`config.mk`:
```
export PLATFORM = sky130hd
export DESIGN_NAME = nta_cell
export DESIGN_NICKNAME = d
export VERILOG_FILES = /design/src/design/nta_pkg.sv /design/src/design/nta_cell.sv
export SDC_FILE = /design/constraint.sdc
export NUM_CORES = 1
export LEC_CHECK = 0
export BUFFER_PORTS_ARGS = -buffer_cell sky130_fd_sc_hd__buf_2
export CAP_MARGIN = 25
export CORE_AREA = 2 2 241 243
export CTS_CLUSTER_DIAMETER = 150
export DETAILED_ROUTE_END_ITERATION = 8
export DIE_AREA = 0 0 243 245
export SYNTH_ARGS = -nofsm -noshare
export SYNTH_HDL_FRONTEND = slang
export SYNTH_SLANG_ARGS = --single-unit
```
`constraint.sdc`:
```
create_clock -name clk -period 9.9 [get_ports clk]
set_clock_uncertainty 0.05 [all_clocks]
set_input_delay 2.97 -clock clk [delete_from_list [all_inputs] [get_ports clk]]
set_output_delay 2.97 -clock clk [all_outputs]
set_load 0.02 [all_outputs]
```
`src/design/nta_pkg.sv`:
```
// shared types, constants and helpers of the neighbor table
package nta_pkg;

    localparam int TABLE_DEPTH = 16;
    localparam int IDX_W       = (TABLE_DEPTH > 1) ? $clog2(TABLE_DEPTH) : 1;
    localparam int CNT_W       = $clog2(TABLE_DEPTH + 1);
    localparam int PCNT_W      = 5;
    localparam int CFG_IDX_W   = 3;

    localparam logic [31:0] TIMEOUT_RESET = 32'd22000;
    localparam logic [31:0] REVERSE_RESET = 32'd5200;

    localparam logic [1:0] MODE_DISC  = 2'd0;
    localparam logic [1:0] MODE_DATA  = 2'd1;
    localparam logic [1:0] MODE_TICK  = 2'd2;
    localparam logic [1:0] MODE_CLEAR = 2'd3;

    localparam logic [CFG_IDX_W-1:0] CFG_OWN_HIGH    = 3'd0;
    localparam logic [CFG_IDX_W-1:0] CFG_OWN_LOW     = 3'd1;
    localparam logic [CFG_IDX_W-1:0] CFG_TIMEOUT     = 3'd2;
    localparam logic [CFG_IDX_W-1:0] CFG_REV_INTERVAL = 3'd3;
    localparam logic [CFG_IDX_W-1:0] CFG_LINK_UP     = 3'd4;

    typedef enum logic [3:0] {
        EV_IGNORED   = 4'd0,
        EV_OWN       = 4'd1,
        EV_BADLEN    = 4'd2,
        EV_BADTOK    = 4'd3,
        EV_REFRESH   = 4'd4,
        EV_ADDED     = 4'd5,
        EV_FULL      = 4'd6,
        EV_DATA_OK   = 4'd7,
        EV_DATA_DROP = 4'd8,
        EV_REVERSE   = 4'd9,
        EV_DONE      = 4'd10
    } event_t;

    typedef struct packed {
        logic [63:0] addr_hi;
        logic [63:0] addr_lo;
        logic [31:0] heard;
        logic [31:0] rev;
    } entry_t;

    // write command broadcast to the cell row
    typedef struct packed {
        logic   load_all;
        logic   load_heard;
        logic   mark;
        entry_t data;
    } cell_cmd_t;

    // status reported by one cell
    typedef struct packed {
        entry_t data;
        logic   send;
        logic   expired;
        logic   first;
    } cell_stat_t;

    typedef struct packed {
        logic [63:0] own_hi;
        logic [63:0] own_lo;
        logic [31:0] timeout;
        logic [31:0] interval;
        logic        link_up;
    } cfg_t;

    function automatic logic [PCNT_W-1:0] to_pcount(input logic [CNT_W-1:0] c);
        logic [CNT_W+PCNT_W-1:0] w;
        w = {{PCNT_W{1'b0}}, c};
        return w[PCNT_W-1:0];
    endfunction

endpackage

```
`src/design/nta_cell.sv`:
```
// one table entry with its own match and aging compare
module nta_cell import nta_pkg::*;
(
    input  logic        clk,
    input  logic        sel,
    input  cell_cmd_t   cmd,
    input  logic        live,
    input  logic [63:0] key_hi,
    input  logic [63:0] key_lo,
    input  logic [31:0] now,
    input  logic [31:0] timeout,
    input  logic [31:0] interval,
    input  logic        hit_in,
    output logic        hit_out,
    output cell_stat_t  stat
);

    entry_t      ent_reg;
    logic        send_reg;
    logic        match;
    logic        due;
    logic [31:0] heard_age;
    logic [31:0] rev_age;

    assign heard_age = now - ent_reg.heard;
    assign rev_age   = now - ent_reg.rev;
    assign due       = rev_age > interval;
    assign match     = live && (ent_reg.addr_hi == key_hi) && (ent_reg.addr_lo == key_lo);
    assign hit_out   = hit_in | match;

    assign stat.data    = ent_reg;
    assign stat.send    = send_reg;
    assign stat.expired = heard_age > timeout;
    assign stat.first   = match & ~hit_in;

    always_ff @(posedge clk)
    begin
        if (sel)
        begin
            if (cmd.load_all)
            begin
                ent_reg <= cmd.data;
            end
            else if (cmd.load_heard)
            begin
                ent_reg.heard <= cmd.data.heard;
            end
            else if (cmd.mark)
            begin
                send_reg <= due;
                if (due)
                begin
                    ent_reg.rev <= now;
                end
            end
        end
    end

endmodule

```
Word level (Yosys, flattened, before mapping)
Cells that the tools add are included.
{"block": "word_totals", "ff_bits": 193, "out_inout_bits": 196}
{"block": "op_classes", "n_addsub": 2, "magnitude_cmp": 2, "n_eq_ne": 3, "mux": 5, "bitwise": 5, "reduce_logical": 9}
{"cell": "64-bit equality test", "count": 2}
{"cell": "32-bit two-way mux", "count": 4}
{"cell": "32-bit > comparator", "count": 2}
{"cell": "64-bit two-way mux", "count": 1}
{"cell": "32-bit subtractor", "count": 2}
{"cell": "4-bit AND reduction", "count": 2}
{"cell": "2-bit nonzero test", "count": 3}
{"cell": "2-bit AND reduction", "count": 2}
{"cell": "1-bit inverter", "count": 3}
{"cell": "1-bit logical AND", "count": 2}
{"cell": "2-bit by 1-bit inequality test with 1-bit output, second input constant", "count": 1}
{"cell": "1-bit bitwise AND", "count": 1}
{"cell": "1-bit OR", "count": 1}

Longest topological paths before layout
{"block": "logic_depth", "depth_word": 6, "depth_mapped": 21, "ltp_nobuf": 21}

Worst setup path after synthesis
OpenSTA, ideal clock, no wires.
{"block": "synth_path", "kind": "input to output", "start": "input port now[1]", "end": "output port stat[1] (netlist name)", "t_arrival_ps": 6117, "path_slack_ps": 763, "path_stages": 18, "path_cell_list": "ha_1 -> nor2b_1 -> o31ai_1 -> a2111oi_2 -> o31ai_2 -> o22ai_1 -> a21oi_1 -> o21ai_1 -> xor2_1 -> ha_1 -> a21o_1 -> a21o_1 -> a21o_1 -> a21o_1 -> a21oi_1 -> nor2b_1 -> o21ai_0 -> a21oi_1"}
{"element": "start: declaration", "line_no": "nta_cell.sv:10", "source": "input logic [31:0] now,"}
{"element": "end: declaration", "line_no": "nta_cell.sv:15", "source": "output cell_stat_t stat"}

==> qor.yml <==
run_status:
  status: "finished clean"
drt:
  wire_per_inst_microns: 23.3
  dr.first_iter.drc_count: 634
  drc: 0
  vias: 12050
  firstDrtPassIters: 7
  antenna_left: 0
  drt-total-wl_microns: 60900
  post_drt_via_cell_ratio: 4.62
finish:
  nets: 2374
  final_cell_area_sq_um: 17600
  area_growth_syn_to_layout_pct: 38.4
  largest_reg_flops: 192
  layout_common_cells: "buf_2 (617), edfxtp_1 (193), inv_1 (192)"
  finalNonFillerCells: 2607
  final_common_cell: "buf_2"
  drive_above_1_share_pct: 39.7
yosys:
  syn_area_per_cell_sq_um: 10.9
  yosys.area_share.simple_pct: 8.28
  synth_fa_ha_area_share_pct: 12.7
  synth-edff-count: 193
  synthFlopType: "edfxtp_1"
  synthMuxAreaShare_pct: 2.82
  synth_compound_area_share_pct: 15.8
  syn_nets: 1724
  synth_seq_cells: 193
  synth_xor_area_share_pct: 8.88
  syn_area_sq_um: 12700
  synth_cells: 1173
  synthArstFlopShare_pct: 0
  ys_warn_count: 0
  yosysSeqAreaShare_pct: 45.5
  yosysUniqueCellTypes: 66
  synth_top_family_by_area: "compound AO/OA/AOI/OAI gates"
timing:
  worst_hold_slack_ns: 1.17
  fmax_mhz: 103
  min_period_ns: 9.67
  max_slew_margin_pct: 32.9
  hold_viol: 0
  setup_viol: 0
  fin_crit_sh_pct: 97.7
  finalSetupTns_ns: 0
  worst_pin_slew_ns: 1.01
  slew_violations: 0
  setup_ws_ns: 0.230
global_route:
  grt_max_degree: 77
  antenna_found_initial: 23
  grt_usage_pct: 19.9
  met3_usage_pct: 5.15
  grt_pass1_wl_microns: 84800
  grt_use_met1_pct: 20.6
  grtUsageMet2_pct: 37.6
  overflow: 0
  grt-busiest-layer: "met2"
  grt_pass1_vias: 12545
worst_hold_path:
  hold_class: "flop to flop"
  min_to: "send_reg$_DFFE_PP_"
  hold_depth: 6
  hp-start: "stat[3]$_DFFE_PP_"
worst_setup_path:
  r2r_start: "stat[6]$_DFFE_PP_"
  crit_chain: "buf_2 -> inv_1 -> ha_1 -> inv_1 -> fa_1 -> a21oi_2 -> o21ai_1 -> nand3_1 -> and3_4 -> nor3_1 -> o31a_1 -> nor2_1 -> xnor2_1 -> ha_1 -> a21o_1 -> a21o_1 -> a21o_1 -> a21oi_1 -> o21ai_0 -> a21oi_1 -> o21a_1 -> a21oi_1 -> clkbuf_4"
  r2r-end: "stat[34]$_DFFE_PP_"
  worst_path_max_delay_cell: "fa_1"
  critPathMaxFanout: 4
  reg2reg_slack_ns: 4.89
  start_kind: "primary input"
  crit_arrival_ns: 6.65
  worstPathRequired_ns: 6.88
  path_class: "primary input to output port"
  cp-end-kind: "output port"
  cp_slowest_stage_delay_ns: 0.41
  ff2ff_path_depth: 17
  crit_cells: 23
  path_buf_inv: 4
  crit_family: "compound AO/OA/AOI/OAI gates"
flow_run:
  cap_violations: 0
placement:
  dp_hpwl_microns: 53300
  dp_worst_setup_slack_ns: -0.0841
  portBuffers: 618
  dp_cells: 2565
  gp_congestion: 0.934
  placed_area_sq_um: 16900
power_and_ir_drop:
  power_leakage_nw: 8.46
  power_frac_clock_pct: 27.5
  p_switching_mw: 0.943
  comb_power_share_pct: 33.5
  power_density_nw_per_um2: 149
  p_sw_share_pct: 36.0
  ir_drop_uv: 138
  p_int_mw: 1.67
  seqPwrFrac_pct: 39.0
floorplan:
  start_util_pct: 22.3
  die_x_microns: 243
  rows: 88
  die_h_microns: 245
  placeableCoreArea_sq_um: 57000
  io_pins: 619
  die_area_sq_um: 59500
clock_tree:
  cts_tree: "built"
  path_clk_slew_ns: 0.08
  numCtsBuffers: 17
  h-tree-depth: 4
  cts_sinks: 193
  worstSkewPairLatency_ns: 0.49
  clockBufferDepth: 2
  root_buffer: "clkbuf_16"
  hold_buffers: 0
## worst register-to-register path: cells and delay by family, from the launching register on
family / cells / cell delay (ns)
adders and majority gates: 2 / 0.59
xor gates and xnor gates: 1 / 0.15
buffers and inverters: 2 / 0.50
DFF: 1 / 0.40
and+or+nand+nor: 5 / 0.94
AOI/OAI and AO/OA: 7 / 1.99
## logic make-up (layout without fill, tap and decap cells)
family / after synthesis / after routing
AO/OA/AOI/OAI: 289 / 289
AND/OR/NAND/NOR: 201 / 201
buffers and inverters: 201 / 863
flip-flops: 193 / 193
XOR/XNOR: 129 / 129
adder cells (fa/ha/maj): 128 / 128
multiplexers: 32 / 32
other: 0 / 7
## cell type report
| type | instances | area (sq um) |
|---|---|---|
| tap | 765 | 957 |
| clock buffer | 17 | 425 |
| antenna | 7 | 17.5 |
| multi-input combinational | 779 | 6280 |
| timing repair buffer | 640 | 3280 |
| clock inverter | 14 | 140 |
| fill | 6095 | 39400 |
| sequential | 193 | 5800 |
| inverter | 192 | 721 |
## power groups by stage
| stage | Combinational [mW] | Clock [mW] | Sequential (mW) |
|---|---|---|---|
| after floorplan | 0.450 | 0 | 1.09 |
| after global placement | 0.852 | 0 | 1.04 |
| after detailed placement | 0.865 | 0 | 1.04 |
| after CTS | 0.871 | 0.739 | 1.02 |
| after global routing | 0.968 | 0.765 | 1.02 |
| final | 0.878 | 0.719 | 1.02 |
## cells in the mapped netlist (all sizes together), types with 4 or more instances
cell type  number  area share (%)
xnor2          55             3.8
and2            5            0.25
clkbuf          6            0.18
a2111oi         8            0.60
o31ai           4            0.31
a221o           5            0.39
a22o            6            0.41
and3           14            0.69
nand2          36             1.1
a221oi          8            0.55
ha            126              12
nand4          28             1.4
a211oi          6            0.43
o21ai          35             1.4
nor2b          13            0.64
nor4           21             1.0
a21oi          70             2.8
nand3          17            0.67
edfxtp        193              46
inv           192             5.7
o21bai          7            0.41
nand2b          4            0.20
o22ai          18            0.88
o21a           11            0.65
o2bb2ai        12            0.83
a21o           56             3.3
mux2           31             2.7
a31oi          10            0.49
o221ai          4            0.28
nor3           17            0.67
nor2           35             1.0
xor2           74             5.1
## metal layers
| layer | part of all wire (%) | vias up | wire length (microns) |
|---|---|---|---|
| met4 | 4.2 | 18 | 2550 |
| li1 | - | 5618 | - |
| met5 | 0.21 | - | 129 |
| met3 | 6.5 | 119 | 3970 |
| met1 | 35 | 5760 | 21500 |
| met2 | 54 | 535 | 32700 |
## repair_timing
action                                  CTS  global route
gates resized for setup                   2            19
hold endpoints to repair                  0             0
setup buffers                             0             3
pin swaps                                 0             5
endpoints found under the setup margin    1             1
## worst max-delay path by stage
stage	start	endpoint	slack (ns)
floorplan	now[1]	stat[1]	0.76
global placement	now[4]	stat[1]	-0.004
detailed placement	now[4]	stat[1]	-0.08
CTS	now[4]	stat[1]	0.04
global route	now[0]	stat[1]	-0.04
finish	now[0]	stat[1]	0.23
## through the flow
| step | total power, mW | utilization [%] |
|---|---|---|
| after CTS | 2.63 | 30.6 |
| after floorplan | 1.54 | - |
| after global routing | 2.76 | 30.9 |
| final | 2.62 | 30.9 |
| after global placement | 1.89 | 29.6 |
| after detailed placement | 1.90 | 29.6 |
Note: power is estimated with default switching activity, not from simulation.
