**config.mk**
```make
export PLATFORM = sky130hd
export DESIGN_NAME = nta_cfg_flat
export DESIGN_NICKNAME = d
export VERILOG_FILES = /design/src/design/nta_pkg.sv /design/src/design/nta_cfg_if.sv /design/src/design/nta_cfg.sv /design/src/flat_wrapper.sv
export SDC_FILE = /design/constraint.sdc
export NUM_CORES = 1
export LEC_CHECK = 0
export BUFFER_PORTS_ARGS = -buffer_cell sky130_fd_sc_hd__buf_2
export CAP_MARGIN = 10
export CORE_ASPECT_RATIO = 1.5
export CORE_MARGIN = 1
export CORE_UTILIZATION = 36
export CTS_BUF_LIST = sky130_fd_sc_hd__clkbuf_8
export CTS_CLUSTER_DIAMETER = 200
export DETAILED_ROUTE_END_ITERATION = 7
export PLACE_DENSITY = 0.59
export SKIP_CTS_REPAIR_TIMING = 1
export SLEW_MARGIN = 20
export SYNTH_ARGS = -nofsm -noshare
export SYNTH_HDL_FRONTEND = slang
export SYNTH_SLANG_ARGS = --single-unit
```
**constraint.sdc**
```tcl
create_clock -name clk -period 0.9 [get_ports clk]
set_clock_uncertainty 0.2 [all_clocks]
set_input_delay 0.045 -clock clk [delete_from_list [all_inputs] [get_ports clk]]
set_output_delay 0.045 -clock clk [all_outputs]
set_load 0.005 [all_outputs]
```
**src/design/nta_pkg.sv**
```systemverilog
// shared types, constants and helpers of the neighbor table
package nta_pkg;

    localparam int TABLE_DEPTH = 16;
    localparam int IDX_W       = (TABLE_DEPTH > 1) ? $clog2(TABLE_DEPTH) : 1;
    localparam int CNT_W       = $clog2(TABLE_DEPTH + 1);
    localparam int PCNT_W      = 5;
    localparam int CFG_IDX_W   = 3;

    localparam logic [31:0] TIMEOUT_RESET = 32'd22000;
    localparam logic [31:0] REVERSE_RESET = 32'd5200;

    localparam logic [1:0] MODE_DISC  = 2'd0;
    localparam logic [1:0] MODE_DATA  = 2'd1;
    localparam logic [1:0] MODE_TICK  = 2'd2;
    localparam logic [1:0] MODE_CLEAR = 2'd3;

    localparam logic [CFG_IDX_W-1:0] CFG_OWN_HIGH    = 3'd0;
    localparam logic [CFG_IDX_W-1:0] CFG_OWN_LOW     = 3'd1;
    localparam logic [CFG_IDX_W-1:0] CFG_TIMEOUT     = 3'd2;
    localparam logic [CFG_IDX_W-1:0] CFG_REV_INTERVAL = 3'd3;
    localparam logic [CFG_IDX_W-1:0] CFG_LINK_UP     = 3'd4;

    typedef enum logic [3:0] {
        EV_IGNORED   = 4'd0,
        EV_OWN       = 4'd1,
        EV_BADLEN    = 4'd2,
        EV_BADTOK    = 4'd3,
        EV_REFRESH   = 4'd4,
        EV_ADDED     = 4'd5,
        EV_FULL      = 4'd6,
        EV_DATA_OK   = 4'd7,
        EV_DATA_DROP = 4'd8,
        EV_REVERSE   = 4'd9,
        EV_DONE      = 4'd10
    } event_t;

    typedef struct packed {
        logic [63:0] addr_hi;
        logic [63:0] addr_lo;
        logic [31:0] heard;
        logic [31:0] rev;
    } entry_t;

    // write command broadcast to the cell row
    typedef struct packed {
        logic   load_all;
        logic   load_heard;
        logic   mark;
        entry_t data;
    } cell_cmd_t;

    // status reported by one cell
    typedef struct packed {
        entry_t data;
        logic   send;
        logic   expired;
        logic   first;
    } cell_stat_t;

    typedef struct packed {
        logic [63:0] own_hi;
        logic [63:0] own_lo;
        logic [31:0] timeout;
        logic [31:0] interval;
        logic        link_up;
    } cfg_t;

    function automatic logic [PCNT_W-1:0] to_pcount(input logic [CNT_W-1:0] c);
        logic [CNT_W+PCNT_W-1:0] w;
        w = {{PCNT_W{1'b0}}, c};
        return w[PCNT_W-1:0];
    endfunction

endpackage

```
**src/design/nta_cfg_if.sv**
```systemverilog
// configuration write channel
interface nta_cfg_if import nta_pkg::*; ();
    logic                 valid;
    logic                 ready;
    logic [CFG_IDX_W-1:0] index;
    logic [63:0]          data;

    modport source (output valid, index, data, input ready);
    modport sink (input valid, index, data, output ready);
endinterface

```
**src/design/nta_cfg.sv**
```systemverilog
// configuration register bank
module nta_cfg import nta_pkg::*;
(
    input  logic      clk,
    input  logic      rst_n,
    nta_cfg_if.sink   cfg,
    output cfg_t      regs
);

    cfg_t regs_reg;

    assign cfg.ready = 1'b1;
    assign regs      = regs_reg;

    always_ff @(posedge clk or negedge rst_n)
    begin
        if (!rst_n)
        begin
            regs_reg.own_hi   <= '0;
            regs_reg.own_lo   <= '0;
            regs_reg.timeout  <= TIMEOUT_RESET;
            regs_reg.interval <= REVERSE_RESET;
            regs_reg.link_up  <= 1'b0;
        end
        else if (cfg.valid)
        begin
            case (cfg.index)
                CFG_OWN_HIGH:     regs_reg.own_hi   <= cfg.data;
                CFG_OWN_LOW:      regs_reg.own_lo   <= cfg.data;
                CFG_TIMEOUT:      regs_reg.timeout  <= cfg.data[31:0];
                CFG_REV_INTERVAL: regs_reg.interval <= cfg.data[31:0];
                CFG_LINK_UP:      regs_reg.link_up  <= cfg.data[0];
                default:          ;
            endcase
        end
    end

endmodule

```
**src/flat_wrapper.sv**
```systemverilog
// flat-port wrapper written by rule: the top's interface ports become plain ports
module nta_cfg_flat import nta_pkg::*;
  (clk, rst_n, regs, cfg_valid, cfg_index, cfg_data, cfg_ready);
  nta_cfg_if cfg_i ();
  input  logic clk;
  input  logic rst_n;
  output cfg_t regs;
  input wire logic [$bits(cfg_i.valid)-1:0] cfg_valid;
  input wire logic [$bits(cfg_i.index)-1:0] cfg_index;
  input wire logic [$bits(cfg_i.data)-1:0] cfg_data;
  output wire logic [$bits(cfg_i.ready)-1:0] cfg_ready;
  assign cfg_i.valid = cfg_valid;
  assign cfg_i.index = cfg_index;
  assign cfg_i.data = cfg_data;
  assign cfg_ready = cfg_i.ready;
  nta_cfg u_core (.clk(clk), .rst_n(rst_n), .cfg(cfg_i), .regs(regs));
endmodule
```
# Word-level counts from Yosys, hierarchy flattened
# Index checks and enable logic that the tools add are counted.
# W data, S select, Z words.
# op_classes
n_eq_ne,4
n_reduce_logical,6
# op_table
op,n
$reduce_and A2 Y1,5
$eq A3 B2 Y1 const B,2
$eq A3 B1 Y1 const B,1
$eq A3 B3 Y1 const B,1
$logic_not A3 Y1,1
# word_totals
regBits,193
inputBits,70
output_inout_bits,194

# Longest topological paths before layout
# Gate-level depths: netlist of run 1.
# depth
word_depth,2
depth_mapped,4
ltp_nobuf,2

# Worst setup path after synthesis of run 1
# OpenSTA, ideal clock, no wires.
# synth_path
kind,input to register
start,input cfg_index[0]
end,register u_core.regs_reg (netlist bit u_core.regs[132])
setup_ps,125
t_arrival_ps,988
required_time_ps,575
path_slack_ps,-413
path_stages,4
n_path_buf,2
cell_sequence,nor4b_2 > buf_6 > buf_12 > mux2_4
# synth_between
elab_chain_cells,2
# synth_rtl
item,line_no,text
"start, declared",flat_wrapper.sv:9,input wire logic [$bits(cfg_i.index)-1:0] cfg_index;
$logic_not A3 Y1,nta_cfg.sv:27,case (cfg.index)
$reduce_and A2 Y1 (no line),n/a,
"end, declared",nta_cfg.sv:10,cfg_t regs_reg;
# No other way between the ends.
# A chain may end at the register's enable or synchronous reset.

# Worst setup path after layout of run 1
# layout_path
start,register u_core.regs_reg (netlist bit u_core.regs[45])
end,output regs[45] (netlist name)
# layout_rtl
item,line_no,text
"end, declared",flat_wrapper.sv:7,output cfg_t regs;
# No word-level cell between the ends.

==> results of run 1 <==
==> routing by layer <==
metal / vias up / track usage / wire, um
met5: - / 0 / 0
met3: 44 / 0.04875 / 1189
met1: 2899 / 0.2080 / 9407
met4: 0 / 0.06780 / 673
li1: 2544 / - / -
met2: 215 / 0.3004 / 12650
==> power groups by stage <==
stage	logic [W]	clock network, W	registers [W]
final	0.0108	0.00561	0.0120
after global routing	0.0114	0.00611	0.0122
after CTS	0.00706	0.00577	0.0118
after detailed placement	0.00705	0	0.0119
after global placement	0.00691	0	0.0118
after floorplan	0.00276	0	0.0120
==> synth_stat cells <==
library cell and count:
dfstp_2 12, buf_6 11, mux2_4 123, nor4b_2 1
dfrtp_1 181, nand4b_1 1, nor4bb_1 1, mux2_2 70
buf_12 6, buf_4 1, conb_1 1, and4bb_1 2
buf_2 4
==> cell families (layout without fill, tap and decap cells) <==
family | after synthesis | in the layout | share of synthesized area
AND/OR/NAND/NOR | 5 | 5 | 0.007525
flip-flops | 193 | 193 | 0.6200
other | 1 | 1 | 0.0004799
multiplexers | 193 | 193 | 0.3372
buffers and inverters | 22 | 579 | 0.03475
==> through the flow <==
step / setup TNS (ns) / util / std cells
global placement: -113.32 / 0.4900 / 1035
finish: -102.15 / 0.6402 / 1239
floorplan: -63.72 / - / 414
CTS: -102.04 / 0.5079 / 1067
detailed placement: -118.77 / 0.4900 / 1035
global route: -116.51 / 0.6402 / 1239
==> layout make-up <==
cell class	instances	area (um2)	area share
timing repair buffer	547	5017	0.3706
sequential	193	4845	0.3579
multi-input combinational	199	2962	0.2188
tap	268	335.3	0.02477
clock buffer	17	234.0	0.01728
clock inverter	15	145.1	0.01072
==> worst max-delay path by stage <==
stage	slack, ns	depth (start not counted)	start	to
after global placement	-0.63	5	cfg_index[0]	u_core.regs[52]
after global routing	-0.54	1	u_core.regs[45]	regs[45]
after floorplan	-0.39	4	cfg_index[0]	u_core.regs[132]
after detailed placement	-0.66	5	cfg_index[1]	u_core.regs[152]
after CTS	-0.53	1	u_core.regs[41]	regs[41]
final	-0.48	1	u_core.regs[45]	regs[45]
==> layout by cell type, fill, tap and decap left out, types with 3 or more instances in the layout <==
master	count
clkbuf_16	9
dfstp_2	12
buf_4	70
mux2_4	185
dfrtp_1	181
buf_8	4
mux2_2	8
buf_6	206
dlygate4sd3_1	68
clkinv_2	4
clkbuf_8	17
clkinvlp_4	3
buf_2	174
buf_12	14
==> run_results.csv, run 1 <==
group,metric,value,unit
critical_path,crit_chain,"buf_2",
min_path,worstHoldPathType,"input pin to async pin",
cts,cts_max_level,4,
logic_synthesis,syn_avg_cell_area,18.87,um2
floorplan,rows,65,
global_route,grt_pass1_wl,29.64,mm
global_route,track_usage,0.1764,
placed_design,gp_congestion,0.7351,
run,max_cap_viol_count,0,
critical_path,r2r-end,"u_core.regs[58]",
critical_path,cp_num_buf_inv,1,
logic_synthesis,synth_seq_cells,193,
power,p_seq_frac,0.423,
logic_synthesis,syn-num-nets,484,
cts,clock_tree.buffer_depth,2,
sta,holdWs,-0.7483,ns
finish,stdcell_area,13540,um2
placed_design,dp_slack,-0.6627,ns
finish,num-fill-cells,1500,
drt,wl_per_cell,19.30,um
critical_path,crit_fanout,2,
outcome,status,"finished, violations left",
power,peakVddDrop,1.578,mV
global_route,antenna_found_initial,0,
logic_synthesis,yosys-top-cells-area,"dfrtp_1 58%, mux2_4 24%, mux2_2 10%, dfstp_2 4.0%, buf_6 1.6%",
drt,num_vias,5702,
sta,fin_ws,-0.4843,ns
finish,syn2layout_area_growth,73.26,%
finish,diodes,0,
power,p_sw,0.007549,W
floorplan,die_x,122.3,um
floorplan,dieArea,22310,um2
critical_path,crit_family,"flip-flops",
floorplan,die_y,182.4,um
power,powerDensity,2096,nW/um2
logic_synthesis,yosysTopAreaCell,"dfrtp_1",
sta,hold_viol,162,
sta,finalSetupViolations,400,
sta,post-route-min-period,1.384,ns
critical_path,criticalPathCategory,"flop to output port",
floorplan,start_util,0.3695,
sta,drv_slew,0,
logic_synthesis,yosysUniqueCellTypes,13,
cts,path_clk_slew,0.10,ns
critical_path,r2r_slack,-0.23,ns
logic_synthesis,yosysTopAreaCellShare,0.5797,
drt,wirelength,23.92,mm
critical_path,required,0.65,ns
drt,drc,0,
sta,timing.final.crit_share,1.538,
global_route,grt_pass1_vias,5355,
power,comb_power_share,0.379,
critical_path,rr_startpoint,"u_core.regs[58]",
placed_design,hpwlAfterDp,13.73,mm
logic_synthesis,syn_area,7814,um2
logic_synthesis,ys_warn_count,0,
cts,clk-insertion-delay-late,0.46,ns
critical_path,slowest_delay,0.56,ns
cts,cts_tree,"done",
cts,cts.sinks,193,
drt,firstDrtPassIters,4,
critical_path,critical-path-slowest-cell,"dfstp_2",
cts,clk_root_buffer_cell,"clkbuf_8",
critical_path,reg2reg_depth,2,
power,power.share.clock,0.198,
drt,viasPerCell,4.602,
power,p_leak,6.753,nW
placed_design,io_buffers,262,
cts,cts_made_buffers,17,
power,power,0.02838,W
critical_path,arrival,1.14,ns
floorplan,core_area,21150,um2
drt,drt_iter0_drc,132,
drt,ant_nets,0,
logic_synthesis,synth_cells,414,
floorplan,ios,264,
outcome,violations,"hold timing, setup timing",
finish,largest_reg_flops,193,
finish,nets,1028,
global_route,grt_overflow,0,
power,power_switching_share,0.2660,
logic_synthesis,seq_area_frac_synth,0.6200,
power,intPower,0.02083,W
placed_design,place_area,10360,um2
critical_path,end_kind,"output port",
critical_path,startpoint_type,"flop",
finish,layout-drive-gt1-share,0.7394,
global_route,grt_max_degree,35,
sta,max_freq,722.4,MHz
sta,rsz0062_at_grt,"true",
Power figures use the tool's default switching activity.
==> run 2: changes to the inputs <==
--- a/config.mk
+++ b/config.mk
@@ -7,7 +7,7 @@
 export LEC_CHECK = 0
 export BUFFER_PORTS_ARGS = -buffer_cell sky130_fd_sc_hd__buf_2
 export CAP_MARGIN = 10
-export CORE_ASPECT_RATIO = 1.5
+export CORE_ASPECT_RATIO = 1.2
 export CORE_MARGIN = 1
 export CORE_UTILIZATION = 36
 export CTS_BUF_LIST = sky130_fd_sc_hd__clkbuf_8
==> run 2 against run 1 <==
Final area decreased by 2.0%. Sequential cell count stayed put. The run still ends with hold timing, setup timing left. Routed wire length shrank 7.8%. Highest routed layer unchanged. Critical endpoint is now regs[47]. Critical path type unchanged. Largest cell class is now registers.
==> run_results.csv, run 2 (synthesis gave the netlist of run 1 again) <==
group,metric,value,unit
placed_design,dp_cells,1027,
critical_path,slowest_delay,0.56,ns
drt,wl_per_cell,17.90,um
critical_path,arrival,1.14,ns
finish,stdcell_count,1232,
cts,clock_tree.buffer_depth,2,
drt,drc,0,
finish,nets,1019,
floorplan,ios,264,
run,max_cap_viol_count,0,
finish,layout-drive-gt1-share,0.7380,
finish,diodes,0,
floorplan,dieArea,22300,um2
critical_path,criticalPathCategory,"flop to output port",
outcome,status,"finished, violations left",
sta,fin_ws,-0.4805,ns
sta,holdWs,-0.7386,ns
sta,finalSetupViolations,395,
power,power_switching_share,0.2725,
finish,syn2layout_area_growth,69.86,%
cts,path_clk_slew,0.11,ns
power,intPower,0.02090,W
placed_design,gp_congestion,0.7878,
drt,firstDrtPassIters,4,
power,p_seq_frac,0.417,
critical_path,crit_fanout,2,
sta,setup_tns,-100.79,ns
sta,drv_slew,0,
sta,max_freq,724.4,MHz
cts,cts.sinks,193,
critical_path,crit_family,"flip-flops",
power,comb_power_share,0.366,
critical_path,critical-path-slowest-cell,"dfstp_2",
global_route,grt_overflow,0,
cts,clk-insertion-delay-late,0.45,ns
floorplan,core_area,21120,um2
drt,num_vias,5573,
power,powerDensity,2165,nW/um2
cts,cts_tree,"done",
critical_path,required,0.65,ns
critical_path,end_kind,"output port",
power,p_leak,6.662,nW
power,p_sw,0.007828,W
global_route,track_usage,0.1699,
finish,largest_reg_flops,193,
global_route,antenna_found_initial,0,
sta,hold_viol,162,
cts,cts_max_level,4,
min_path,worstHoldPathType,"input pin to async pin",
critical_path,r2r_slack,-0.23,ns
global_route,grt_pass1_wl,29.12,mm
finish,multi_input_area,2965,um2
floorplan,die_x,136.5,um
critical_path,cp_num_buf_inv,1,
power,peakVddDrop,1.416,mV
finish,final_cell_mix,"196 x buf_6, 187 x mux2_4, 182 x buf_2",
cts,clk_root_buffer_cell,"clkbuf_8",
global_route,grt_max_degree,38,
sta,post-route-min-period,1.381,ns
outcome,violations,"hold timing, setup timing",
sta,timing.final.crit_share,1.534,
drt,viasPerCell,4.524,
floorplan,die_y,163.4,um
sta,rsz0062_at_grt,"true",
finish,fin_util,0.6285,
critical_path,crit_chain,"buf_2",
finish,seqCellArea,4845,um2
placed_design,io_buffers,262,
critical_path,startpoint_type,"flop",
finish,num-fill-cells,1501,
drt,wirelength,22.05,mm
drt,drt_iter0_drc,130,
power,power.share.clock,0.217,
finish,final_common_cell,"buf_6",
cts,cts_made_buffers,17,
drt,ant_nets,0,
floorplan,rows,58,
placed_design,hpwlAfterDp,13.23,mm
floorplan,start_util,0.3700,
global_route,grt_pass1_vias,5375,
==> run 2: per-layer routing <==
metal	GRT usage	part of all wire	vias up	wire length, um
li1	-	-	2520	-
met1	0.2120	0.42	2829	9162
met2	0.2794	0.51	203	11190
met3	0.05649	0.063	21	1399
met4	0.04596	0.014	0	303
met5	0	0	-	0
==> run 2: layout make-up <==
cell class,instances,area share
clock buffers,17,0.01763
repair buffers,538,0.3525
multi-input cells,199,0.2234
clock inverters,15,0.01603
flip-flops and latches,193,0.3650
well taps,270,0.02545
==> run 2: power groups by stage <==
stage          logic [W]  registers, W  clock network [W]
2_1_floorplan    0.00276        0.0120                  0
3_3_place_gp     0.00671        0.0118                  0
3_5_place_dp     0.00682        0.0119                  0
4_1_cts          0.00685        0.0118            0.00638
5_1_grt           0.0112        0.0122            0.00683
6_report          0.0105        0.0120            0.00623
==> run 2: metrics by stage <==
step	setup slack, ns	instance area [um2]	total power, W
2_1_floorplan	-0.3896	8024	0.01472
3_3_place_gp	-0.6464	10270	0.01851
3_5_place_dp	-0.7095	10270	0.01871
4_1_cts	-0.5213	10710	0.02500
5_1_grt	-0.5596	13270	0.03018
6_report	-0.4805	13270	0.02873
==> run 2: final timing paths <==
kind                       cells past startpoint                to             start
max                                            1          regs[47]   u_core.regs[47]
min                                            1  u_core.regs[182]             rst_n
max reg2reg                                    2  u_core.regs[123]  u_core.regs[123]
min reg2reg                                    1   u_core.regs[19]   u_core.regs[19]
max in group asynchronous                      3  u_core.regs[191]             rst_n
min in group clk                               4    u_core.regs[0]      cfg_index[1]
==> run 3: changes to the inputs <==
--- a/config.mk
+++ b/config.mk
@@ -8,14 +8,14 @@
 export BUFFER_PORTS_ARGS = -buffer_cell sky130_fd_sc_hd__buf_2
 export CAP_MARGIN = 10
 export CORE_ASPECT_RATIO = 1.2
-export CORE_MARGIN = 1
+export CORE_MARGIN = 10
 export CORE_UTILIZATION = 36
 export CTS_BUF_LIST = sky130_fd_sc_hd__clkbuf_8
 export CTS_CLUSTER_DIAMETER = 200
 export DETAILED_ROUTE_END_ITERATION = 7
 export PLACE_DENSITY = 0.59
 export SKIP_CTS_REPAIR_TIMING = 1
-export SLEW_MARGIN = 20
+export SKIP_LAST_GASP = 1
 export SYNTH_ARGS = -nofsm -noshare
 export SYNTH_HDL_FRONTEND = slang
 export SYNTH_SLANG_ARGS = --single-unit
==> run 3 against run 2 <==
The flow still finishes with violations (hold timing, setup timing). Non-clock buffer count grew 34. Sequential power hardly changed. Clock power shrank 6.4%. Clock-buffer cell count unchanged. First-iteration DRC count increased by 10%. Largest cell class is now buffers. Critical path depth up 1. Setup slack worse by 0.0072 ns.
==> run_results.csv, run 3 (synthesis gave the netlist of run 1 again) <==
group,metric,value,unit
cts,cts_max_level,4,
critical_path,rr_startpoint,"u_core.regs[49]",
cts,cts.sinks,193,
power,peakVddDrop,1.093,mV
floorplan,rows,59,
global_route,grt_overflow,0,
power,powerDensity,2121,nW/um2
drt,num_vias,5803,
sta,post-route-min-period,1.388,ns
cts,cts_made_buffers,17,
floorplan,die_y,181.4,um
finish,fin_util,0.6477,
drt,firstDrtPassIters,4,
finish,nets,1053,
finish,final_common_cell,"buf_6",
finish,syn2layout_area_growth,78.69,%
placed_design,place_area,10440,um2
sta,holdWs,-0.6416,ns
run,max_cap_viol_count,0,
sta,hold_viol,167,
drt,wirelength,26.76,mm
critical_path,end_kind,"output port",
cts,cts_tree,"done",
finish,final_cell_mix,"257 x buf_6, 183 x mux2_4, 181 x dfrtp_1",
placed_design,gp_congestion,0.7929,
global_route,grt_max_degree,37,
drt,ant_nets,0,
sta,rsz0062_at_grt,"true",
critical_path,startpoint_type,"flop",
power,p_leak,6.933,nW
floorplan,die_x,154.5,um
critical_path,criticalPathCategory,"flop to output port",
floorplan,ios,264,
finish,layout-drive-gt1-share,0.7440,
critical_path,crit_fanout,2,
placed_design,dp_cells,1050,
critical_path,cp_num_buf_inv,2,
placed_design,io_buffers,262,
critical_path,critical-path-slowest-cell,"dfrtp_1",
global_route,antenna_found_initial,1,
outcome,violations,"hold timing, setup timing",
critical_path,arrival,1.14,ns
finish,seqCellArea,4845,um2
critical_path,worst_path_most_repeated_cell,"buf_6",
sta,timing.final.crit_share,1.542,
finish,num-fill-cells,1468,
critical_path,required,0.65,ns
cts,clk-insertion-delay-late,0.45,ns
drt,drt_iter0_drc,143,
floorplan,dieArea,28020,um2
placed_design,hpwlAfterDp,15.83,mm
drt,viasPerCell,4.566,
sta,max_freq,720.6,MHz
finish,multi_input_area,2954,um2
power,power,0.02962,W
floorplan,start_util,0.3625,
floorplan,core_area,21560,um2
cts,path_clk_slew,0.13,ns
sta,fin_ws,-0.4878,ns
drt,drc,0,
global_route,grt_pass1_vias,5794,
drt,wl_per_cell,21.05,um
global_route,track_usage,0.1530,
critical_path,startpoint,"u_core.regs[49]",
finish,stdcell_area,13960,um2
finish,stdcell_count,1271,
finish,largest_reg_flops,193,
global_route,grt_pass1_wl,34.20,mm
sta,drv_slew,0,
critical_path,crit_chain,"buf_6 -> buf_6",
outcome,status,"finished, violations left",
sta,finalSetupViolations,386,
min_path,worstHoldPathType,"input pin to async pin",
cts,clock_tree.buffer_depth,2,
critical_path,crit_family,"flip-flops",
cts,clk_root_buffer_cell,"clkbuf_8",
critical_path,slowest_delay,0.44,ns
## run 3: final cells by class
cell class	instances	area share
clock buffer	17	0.01676
multi-input combinational	199	0.2116
clock inverter	15	0.01326
timing repair buffer	572	0.3867
antenna	1	0.0001792
tap	274	0.02455
sequential	193	0.3470
## run 3: path summary, 6_finish.rpt
check,endpoint,slack [ns],cells after the start
max,regs[49],-0.49,2
min,u_core.regs[25],-0.64,2
max reg2reg,u_core.regs[49],-0.24,2
min reg2reg,u_core.regs[16],0.32,1
max in group asynchronous,u_core.regs[111],0.01,4
min in group clk,u_core.regs[0],-0.15,4
## run 3: power by group
part	switching [W]	internal [W]
Sequential	0.00144	0.0107
Clock	0.00368	0.00215
Combinational	0.00332	0.00835
Total	0.00845	0.0212
## run 3: worst register-to-register path: cells and delay by family, from the launching register on
family,cells,cell delay [ns]
multiplexers,1,0.27
buffers and inverters,1,0.13
flip-flops,1,0.44
## run 3: layer usage
layer / wire (um) / global-route usage
met4: 476 / 0.04086
met2: 13800 / 0.2519
met1: 10670 / 0.1829
met5: 0 / 0
met3: 1809 / 0.05863
## run 3: per-stage QoR
step | setup slack [ns] | hold WS [ns] | setup TNS [ns]
detailed placement | -0.6898 | -0.2573 | -117.33
global placement | -0.6501 | -0.2573 | -113.58
floorplan | -0.3896 | -0.4506 | -63.72
CTS | -0.5307 | -0.7957 | -104.70
finish | -0.4878 | -0.6416 | -106.02
global route | -0.5533 | -0.6834 | -120.49
